### src/hdl/usp_pkg.sv
package usp_pkg;

    localparam int MAX_BREAKS_DEF = 64;
    localparam int TIME_W         = 32;
    localparam int LEVEL_W        = 32;
    localparam int ENTRY_W        = TIME_W + LEVEL_W;

    localparam logic [1:0] OP_ADD    = 2'd0;
    localparam logic [1:0] OP_REMOVE = 2'd1;
    localparam logic [1:0] OP_QUERY  = 2'd2;

    localparam logic [1:0] ST_OK   = 2'd0;
    localparam logic [1:0] ST_NONE = 2'd1;
    localparam logic [1:0] ST_FULL = 2'd2;

    // what goes into the destination table on a write
    localparam logic [1:0] EMIT_COPY  = 2'd0;
    localparam logic [1:0] EMIT_SHIFT = 2'd1;
    localparam logic [1:0] EMIT_BEGIN = 2'd2;
    localparam logic [1:0] EMIT_END   = 2'd3;

    // how an operation closes
    localparam logic [1:0] FIN_TRIV   = 2'd0;
    localparam logic [1:0] FIN_COMMIT = 2'd1;
    localparam logic [1:0] FIN_FOUND  = 2'd2;
    localparam logic [1:0] FIN_NONE   = 2'd3;

    typedef struct packed {
        logic       start;
        logic       consume;
        logic       emit;
        logic [1:0] emit_kind;
        logic       take;
        logic       hit_b;
        logic       drop_mrg;
        logic       ld_win;
        logic       fin;
        logic [1:0] fin_kind;
    } usp_cmd_t;

    typedef struct packed {
        logic trivial;
        logic is_query;
        logic is_remove;
        logic at_end;
        logic zero_idx;
        logic t_lt_b;
        logic t_eq_b;
        logic t_le_e;
        logic t_lt_e;
        logic t_eq_e;
        logic vd_eq_pv;
        logic v_eq_pv;
        logic p_less;
        logic v_less;
        logic t_ge_en;
        logic out_free;
    } usp_stat_t;

endpackage

### src/hdl/usp_ctrl.sv
module usp_ctrl
    import usp_pkg::*;
(
    input  logic      aclk,
    input  logic      aresetn,
    input  logic      s_tvalid,
    output logic      s_tready,
    input  usp_stat_t stat,
    output usp_cmd_t  cmd
);

    localparam logic [2:0] S_IDLE  = 3'd0;
    localparam logic [2:0] S_SETUP = 3'd1;
    localparam logic [2:0] S_RD    = 3'd2;
    localparam logic [2:0] S_PROC  = 3'd3;
    localparam logic [2:0] S_FIN   = 3'd4;

    localparam logic [2:0] PH_PRE  = 3'd0;
    localparam logic [2:0] PH_MRG  = 3'd1;
    localparam logic [2:0] PH_LOOP = 3'd2;
    localparam logic [2:0] PH_POST = 3'd3;
    localparam logic [2:0] PH_FIND = 3'd4;
    localparam logic [2:0] PH_QA   = 3'd5;
    localparam logic [2:0] PH_QB   = 3'd6;

    logic [2:0] state_reg, state_next;
    logic [2:0] phase_reg, phase_next;
    logic [1:0] fin_kind_reg, fin_kind_next;

    always_ff @(posedge aclk) begin
        if (!aresetn) begin
            state_reg    <= S_IDLE;
            phase_reg    <= PH_PRE;
            fin_kind_reg <= FIN_TRIV;
        end else begin
            state_reg    <= state_next;
            phase_reg    <= phase_next;
            fin_kind_reg <= fin_kind_next;
        end
    end

    always_comb begin
        cmd           = '0;
        state_next    = state_reg;
        phase_next    = phase_reg;
        fin_kind_next = fin_kind_reg;
        s_tready      = (state_reg == S_IDLE);
        unique case (state_reg)
            S_IDLE: begin
                if (s_tvalid) begin
                    cmd.start  = 1'b1;
                    state_next = S_SETUP;
                end
            end
            S_SETUP: begin
                if (stat.trivial) begin
                    fin_kind_next = FIN_TRIV;
                    state_next    = S_FIN;
                end else begin
                    phase_next = stat.is_query ? PH_FIND : PH_PRE;
                    state_next = S_RD;
                end
            end
            S_RD: begin
                state_next = S_PROC;
            end
            S_PROC: begin
                // end of table behaves like a breakpoint later than any time
                unique case (phase_reg)
                    PH_PRE: begin
                        if (!stat.at_end && stat.t_lt_b) begin
                            cmd.emit      = 1'b1;
                            cmd.emit_kind = EMIT_COPY;
                            cmd.take      = 1'b1;
                            cmd.consume   = 1'b1;
                            state_next    = S_RD;
                        end else if (!stat.at_end && stat.t_eq_b) begin
                            cmd.hit_b  = 1'b1;
                            phase_next = PH_MRG;
                        end else begin
                            cmd.emit      = 1'b1;
                            cmd.emit_kind = EMIT_BEGIN;
                            phase_next    = PH_MRG;
                        end
                    end
                    PH_MRG: begin
                        phase_next = PH_LOOP;
                        if (!stat.at_end && stat.t_le_e && stat.vd_eq_pv) begin
                            cmd.drop_mrg = 1'b1;
                            cmd.consume  = 1'b1;
                            state_next   = S_RD;
                        end
                    end
                    PH_LOOP: begin
                        if (stat.at_end) begin
                            if (stat.is_remove) begin
                                fin_kind_next = FIN_COMMIT;
                                state_next    = S_FIN;
                            end else begin
                                cmd.emit      = 1'b1;
                                cmd.emit_kind = EMIT_END;
                                phase_next    = PH_POST;
                            end
                        end else if (stat.t_lt_e) begin
                            cmd.emit      = 1'b1;
                            cmd.emit_kind = EMIT_SHIFT;
                            cmd.consume   = 1'b1;
                            state_next    = S_RD;
                        end else if (stat.t_eq_e) begin
                            phase_next = PH_POST;
                            if (stat.v_eq_pv) begin
                                cmd.consume = 1'b1;
                                state_next  = S_RD;
                            end
                        end else begin
                            cmd.emit      = 1'b1;
                            cmd.emit_kind = EMIT_END;
                            phase_next    = PH_POST;
                        end
                    end
                    PH_POST: begin
                        if (stat.at_end) begin
                            fin_kind_next = FIN_COMMIT;
                            state_next    = S_FIN;
                        end else begin
                            cmd.emit      = 1'b1;
                            cmd.emit_kind = EMIT_COPY;
                            cmd.take      = 1'b1;
                            cmd.consume   = 1'b1;
                            state_next    = S_RD;
                        end
                    end
                    PH_FIND: begin
                        if (stat.zero_idx || (!stat.at_end && stat.t_lt_b)) begin
                            cmd.take    = 1'b1;
                            cmd.consume = 1'b1;
                            state_next  = S_RD;
                        end else begin
                            phase_next = PH_QA;
                        end
                    end
                    PH_QA: begin
                        if (!stat.p_less) begin
                            if (stat.at_end) begin
                                fin_kind_next = FIN_NONE;
                                state_next    = S_FIN;
                            end else begin
                                cmd.take    = 1'b1;
                                cmd.consume = 1'b1;
                                state_next  = S_RD;
                            end
                        end else begin
                            cmd.ld_win = 1'b1;
                            phase_next = PH_QB;
                        end
                    end
                    PH_QB: begin
                        if (stat.at_end || stat.t_ge_en) begin
                            fin_kind_next = FIN_FOUND;
                            state_next    = S_FIN;
                        end else begin
                            cmd.take    = 1'b1;
                            cmd.consume = 1'b1;
                            state_next  = S_RD;
                            // window start holds while the level stays below the limit
                            phase_next  = stat.v_less ? PH_QB : PH_QA;
                        end
                    end
                    default: begin
                        phase_next = PH_PRE;
                        state_next = S_IDLE;
                    end
                endcase
            end
            S_FIN: begin
                if (stat.out_free) begin
                    cmd.fin      = 1'b1;
                    cmd.fin_kind = fin_kind_reg;
                    state_next   = S_IDLE;
                end
            end
            default: begin
                state_next = S_IDLE;
            end
        endcase
    end

endmodule

### config.mk
export PLATFORM = sky130hd
export DESIGN_NAME = usp_ctrl
export DESIGN_NICKNAME = d
export VERILOG_FILES = /design/src/hdl/usp_pkg.sv /design/src/hdl/usp_ctrl.sv
export SDC_FILE = /design/constraint.sdc
export NUM_CORES = 1
export LEC_CHECK = 0
export BUFFER_PORTS_ARGS = -buffer_cell sky130_fd_sc_hd__clkbuf_2
export CAP_MARGIN = 25
export CORE_MARGIN = 5
export CORE_UTILIZATION = 43
export DETAILED_ROUTE_END_ITERATION = 10
export PLACE_DENSITY = 0.69
export SETUP_SLACK_MARGIN = 0.3
export SYNTH_ARGS = -nofsm -noshare
export SYNTH_HDL_FRONTEND = slang
export SYNTH_SLANG_ARGS = --single-unit
### constraint.sdc
create_clock -name aclk -period 3 [get_ports aclk]
set_input_delay 0.3 -clock aclk [delete_from_list [all_inputs] [get_ports aclk]]
set_output_delay 0.3 -clock aclk [all_outputs]
set_load 0.005 [all_outputs]
=== Word-level counts from Yosys, hierarchy flattened ===
Index checks and enable logic that the tools add are counted.
W data, S select, Z words.

* Eq/ne operators: 34
* Multiplexer cells: 67
* Reduce and logical (&&, ||, !) cells: 13

{| class="wikitable"
|+ Operators by type and width
! operator !! number
|-
| $mux W3 || 30
|-
| $pmux W3 S7 || 2
|-
| $ne A3 B3 Y1 const B || 13
|-
| $reduce_and A9 Y1 || 3
|-
| $mux W1 || 17
|-
| $mux W2 || 8
|-
| $pmux W3 S5 || 1
|-
| $eq A3 B2 Y1 const B || 4
|-
| $eq A3 B3 Y1 const B || 4
|-
| $ne A4 B4 Y1 const B || 3
|-
| $ne A2 B2 Y1 const B || 5
|-
| $ne A5 B5 Y1 const B || 2
|-
| $pmux W3 S3 || 1
|-
| $mux W8 || 1
|-
| $pmux W2 S4 || 1
|-
| $pmux W1 S7 || 1
|-
| $eq A3 B1 Y1 const B || 2
|-
| $logic_not A3 Y1 || 2
|-
| $pmux W3 S2 || 1
|-
| $mux W5 || 1
|-
| $ne A5 B1 Y1 const B || 1
|-
| $pmux W1 S5 || 1
|-
| $logic_and A1 B1 Y1 || 4
|-
| $mux W4 || 1
|-
| other kinds (4) || 5
|}

* Flip-flop bits (word level): 8
* Input port bits: 19
* Output and inout bits: 13
* Logic and storage cells: 117

=== Logic depth before layout (Yosys ltp) ===
* Depth after elaboration: 6
* Mapped depth: 7
* Depth with buffers taken out: 5

=== Worst setup path after synthesis ===
No wires, ideal clock.

* Kind: reg-to-output
* From: reg phase_reg[2]
* To: out cmd[8] in the netlist's numbering
* Data arrival time: 1545 ps
* Required time: 2700 ps
* Slack: 1155 ps
* Cell stages (with the launch flop): 6
* Buffers on the path: 0
* Cells stage by stage: dfxtp_1 -> or3b_4 -> or4_1 -> o21ai_1 -> a21oi_1 -> a2111oi_2

{| class="wikitable"
|+ RTL lines
! what !! RTL line !! source
|-
| from (decl) || usp_ctrl.sv:27 || <nowiki>logic [2:0] phase_reg, phase_next;</nowiki>
|-
| from (signal assigned) || usp_ctrl.sv:37 || <nowiki>phase_reg <= phase_next;</nowiki>
|-
| to (decl) || usp_ctrl.sv:9 || <nowiki>output usp_cmd_t cmd</nowiki>
|}

==> impl_summary.log <==
INFO  metric global_route.overflow_total = 0
INFO  metric result_of_the_run = finished, final reports clean
INFO  metric crit_path_start_kind = register
INFO  metric drive_above_1_share = 29.5%
INFO  metric dp.cells = 181
INFO  metric grt_antenna_before_repair = 0
INFO  metric met1_length = 1.12 mm
INFO  metric leakage = 0.000440 uW
INFO  metric timing.slew.headroom = 68.0%
INFO  metric grt_setup_unrepaired = false
INFO  metric final_common_cell = sky130_fd_sc_hd__clkbuf_2
INFO  metric seq_pwr_share = 38.2%
INFO  metric period_utilization_post_route = 82.1%
INFO  metric critical_path.max_fanout = 23
INFO  metric cts_max_level = 1
INFO  metric netSwitchingFraction = 36.8%
INFO  metric r2r_start = state_reg[0]
INFO  metric netlist_instances = 132
INFO  metric die_height = 57.9 um
INFO  metric dieWidth = 57.9 um
INFO  metric clock_tree_from_tritoncts = done
INFO  metric first_iter_violations = 24
INFO  metric number_of_synthesized_register_bits = 8
INFO  metric numPortBuffers = 31
INFO  metric first_pass_grt_wire_length = 3.85 mm
INFO  metric dr_total_vias = 1077
INFO  metric cts.reportedPaths.clkPinSlew = 0.06 ns
INFO  metric core.rowCount = 17
INFO  metric syn-num-nets = 151
INFO  metric syn_area_per_cell = 7.49 um2
INFO  metric first_pass_iteration_count_of_the_detailed_router = 4
INFO  metric cp.arrival = 2.16 ns
INFO  metric synth.yosys.seq_area_share = 16.2%
INFO  metric area_of_the_die = 3360 um2
INFO  metric avgViaCountPerCell = 5.85
INFO  metric gp_congestion = 0.851
INFO  metric tightest_slew = 0.477 ns
INFO  metric top_layer = met4
INFO  metric hold_path.class = input port to register
INFO  metric min_period = 2.46 ns
INFO  metric cap_viol_max_count = 0
INFO  metric initial_utilization = 44.7%
INFO  metric synthesis.yosys.warnings = 0
INFO  metric largest_net_degree_at_the_start_of_global_routing = 24
INFO  metric count_of_clock_tree_sinks = 8
INFO  metric source_of_the_worst_hold_timing_path = stat[0]
INFO  metric finalSetupTns = 0 ns
INFO  metric net_switching_power = 132 uW
INFO  metric critical_path.startpoint = phase_reg[0]
INFO  metric mostFrequentLayoutCells = sky130_fd_sc_hd__clkbuf_2, sky130_fd_sc_hd__nand2_1, sky130_fd_sc_hd__nor2_1
INFO  metric syn-cell-area = 988 um2
INFO  metric crit_path_end_kind = output port
INFO  metric clock_tree.root_cell = sky130_fd_sc_hd__clkbuf_4
INFO  metric fp.coreArea = 2210 um2
INFO  metric antennaDiodeCount = 0
INFO  metric setup_ws = 0.537 ns
INFO  metric post_layout_nonfiller_instances = 184
INFO  metric routed_wire_length_per_instance = 13.5 um
INFO  metric post-dp-hpwl = 1.92 mm
INFO  metric ctsResizeCount = 0
INFO  metric post-cts-setup-buffer-count = 0
INFO  metric power_per_cell_area = 326 nW/um2
INFO  metric cp_data_required_time = 2.70 ns
INFO  metric drc_errors = 0
INFO  metric timing.hold.ws = 0.371 ns
INFO  metric layout-area-overhead-vs-synth = 11.3%
INFO  metric clock_insertion_delay_worst_skew = 0.26 ns
INFO  metric drv_slew = 0
INFO  metric num-fill-cells = 238
INFO  metric skew = 0.00401 ns
INFO  metric critPathKind = register to output port
INFO  metric intPower = 227 uW
INFO  metric cts_hold_buffers = 0
INFO  metric finalNetCount = 177
INFO  metric share_clk_of_total_power = 23.8%
INFO  metric dp_worst_setup_slack = 0.672 ns
INFO  metric first_global_vias = 918
INFO  metric postLayoutCoreUtil = 49.7%
INFO  metric drt.antenna.violating_nets = 0
INFO  metric fmax = 0.406 GHz
INFO  metric peakVddDrop = 206 uV
INFO  metric ys_types = 51
INFO  metric wl_met3 = 238 um
INFO  metric total_wire_length_after_detailed_routing = 2.48 mm
INFO  metric grtUsageTotal = 14.3%
INFO  metric io-pin-count = 32
INFO  metric numCtsBuffers = 3
INFO  metric wl_met2 = 1.08 mm
INFO  metric setup_viol_count_final = 0
INFO  metric ctsLongestPathBuffers = 2
INFO  metric comb_power_share = 38.1%
INFO  metric final_hold_viols = 0
## routing by layer
| metal | track usage [%] | up-vias |
|---|---|---|
| met5 | 0 | - |
| met4 | 8.61 | 0 |
| met3 | 2.67 | 6 |
| met2 | 23.1 | 52 |
| met1 | 17.5 | 481 |
| li1 | - | 538 |
## power groups by stage
| stage | registers, uW | logic [uW] | clock network [uW] |
|---|---|---|---|
| after CTS | 136 | 137 | 88.8 |
| after global placement | 139 | 135 | 0 |
| final | 137 | 137 | 85.4 |
| after global routing | 139 | 154 | 91.7 |
| after floorplan | 122 | 129 | 0 |
| after detailed placement | 139 | 137 | 0 |
## cells by family (layout without fill, tap and decap cells)
| kind of cell | after synthesis | in the layout | synth area share, % |
|---|---|---|---|
| DFF | 8 | 8 | 16.2 |
| buffers and inverters | 16 | 40 | 13.4 |
| and+or+nand+nor | 64 | 64 | 36.3 |
| xor gates and xnor gates | 1 | 1 | 0.886 |
| muxes | 8 | 8 | 8.23 |
| AOI/OAI and AO/OA | 35 | 35 | 24.9 |
## worst max-delay path, cell delays in order, from the launching register on
cell	delay (ns)
sky130_fd_sc_hd__dfxtp_2	0.43
sky130_fd_sc_hd__or3b_4	0.43
sky130_fd_sc_hd__or4_1	0.39
sky130_fd_sc_hd__o21ai_1	0.10
sky130_fd_sc_hd__a21oi_1	0.07
sky130_fd_sc_hd__a2111oi_2	0.31
sky130_fd_sc_hd__clkbuf_2	0.17
## cell type report
cell class / count / area, um2 / share of cell area (%)
multi-input combinational: 108 / 696 / 63.3
clock buffer: 3 / 22.5 / 2.05
sequential: 8 / 161 / 14.7
inverter: 4 / 15.0 / 1.37
tap: 28 / 35.0 / 3.19
timing repair buffer: 33 / 170 / 15.5
## cell usage after synthesis, drive strengths merged
master,n,area (um2)
or3b,1,11.3
o22ai,1,6.26
nand4,2,12.5
o21ai,8,40.0
dfxtp,8,160
o211ai,2,15.0
or3,1,7.51
o21a,1,7.51
nor3b,3,22.5
o32a,1,10.0
a31oi,2,12.5
nand3b,2,18.8
or2,1,6.26
nor3,5,25.0
nor4,1,6.26
o31a,1,10.0
o211a,2,20.0
a2111oi,1,15.0
buf,8,72.6
nor2b,3,21.3
and2,5,31.3
and4b,1,13.8
a22oi,2,15.0
or2b,1,8.76
o2111ai,1,8.76
and3b,1,8.76
clkbuf,4,45.0
a41oi,1,8.76
nor2,9,33.8
mux2i,7,70.1
a221oi,1,8.76
a21boi,1,7.51
nand2,16,60.1
a21oi,6,30.0
mux2,1,11.3
o221ai,1,8.76
inv,4,15.0
or4,3,22.5
o31ai,1,7.51
nand2b,2,12.5
nand3,6,30.0
and3,1,6.26
xor2,1,8.76
o21bai,1,7.51
a211oi,1,7.51
## final timing paths
check | end | slack [ns] | depth (start not counted)
setup / recovery | cmd[8] | 0.54 | 6
hold / removal | state_reg[2] | 0.37 | 3
hold reg to reg | fin_kind_reg[1] | 0.46 | 2
setup reg to reg | phase_reg[1] | 1.17 | 5
## through the flow
stage	power, uW	area, um2
floorplan	250	988
global placement	274	1080
detailed placement	276	1080
CTS	362	1100
global route	384	1100
finish	359	1100
(Power assumes the default switching activity.)
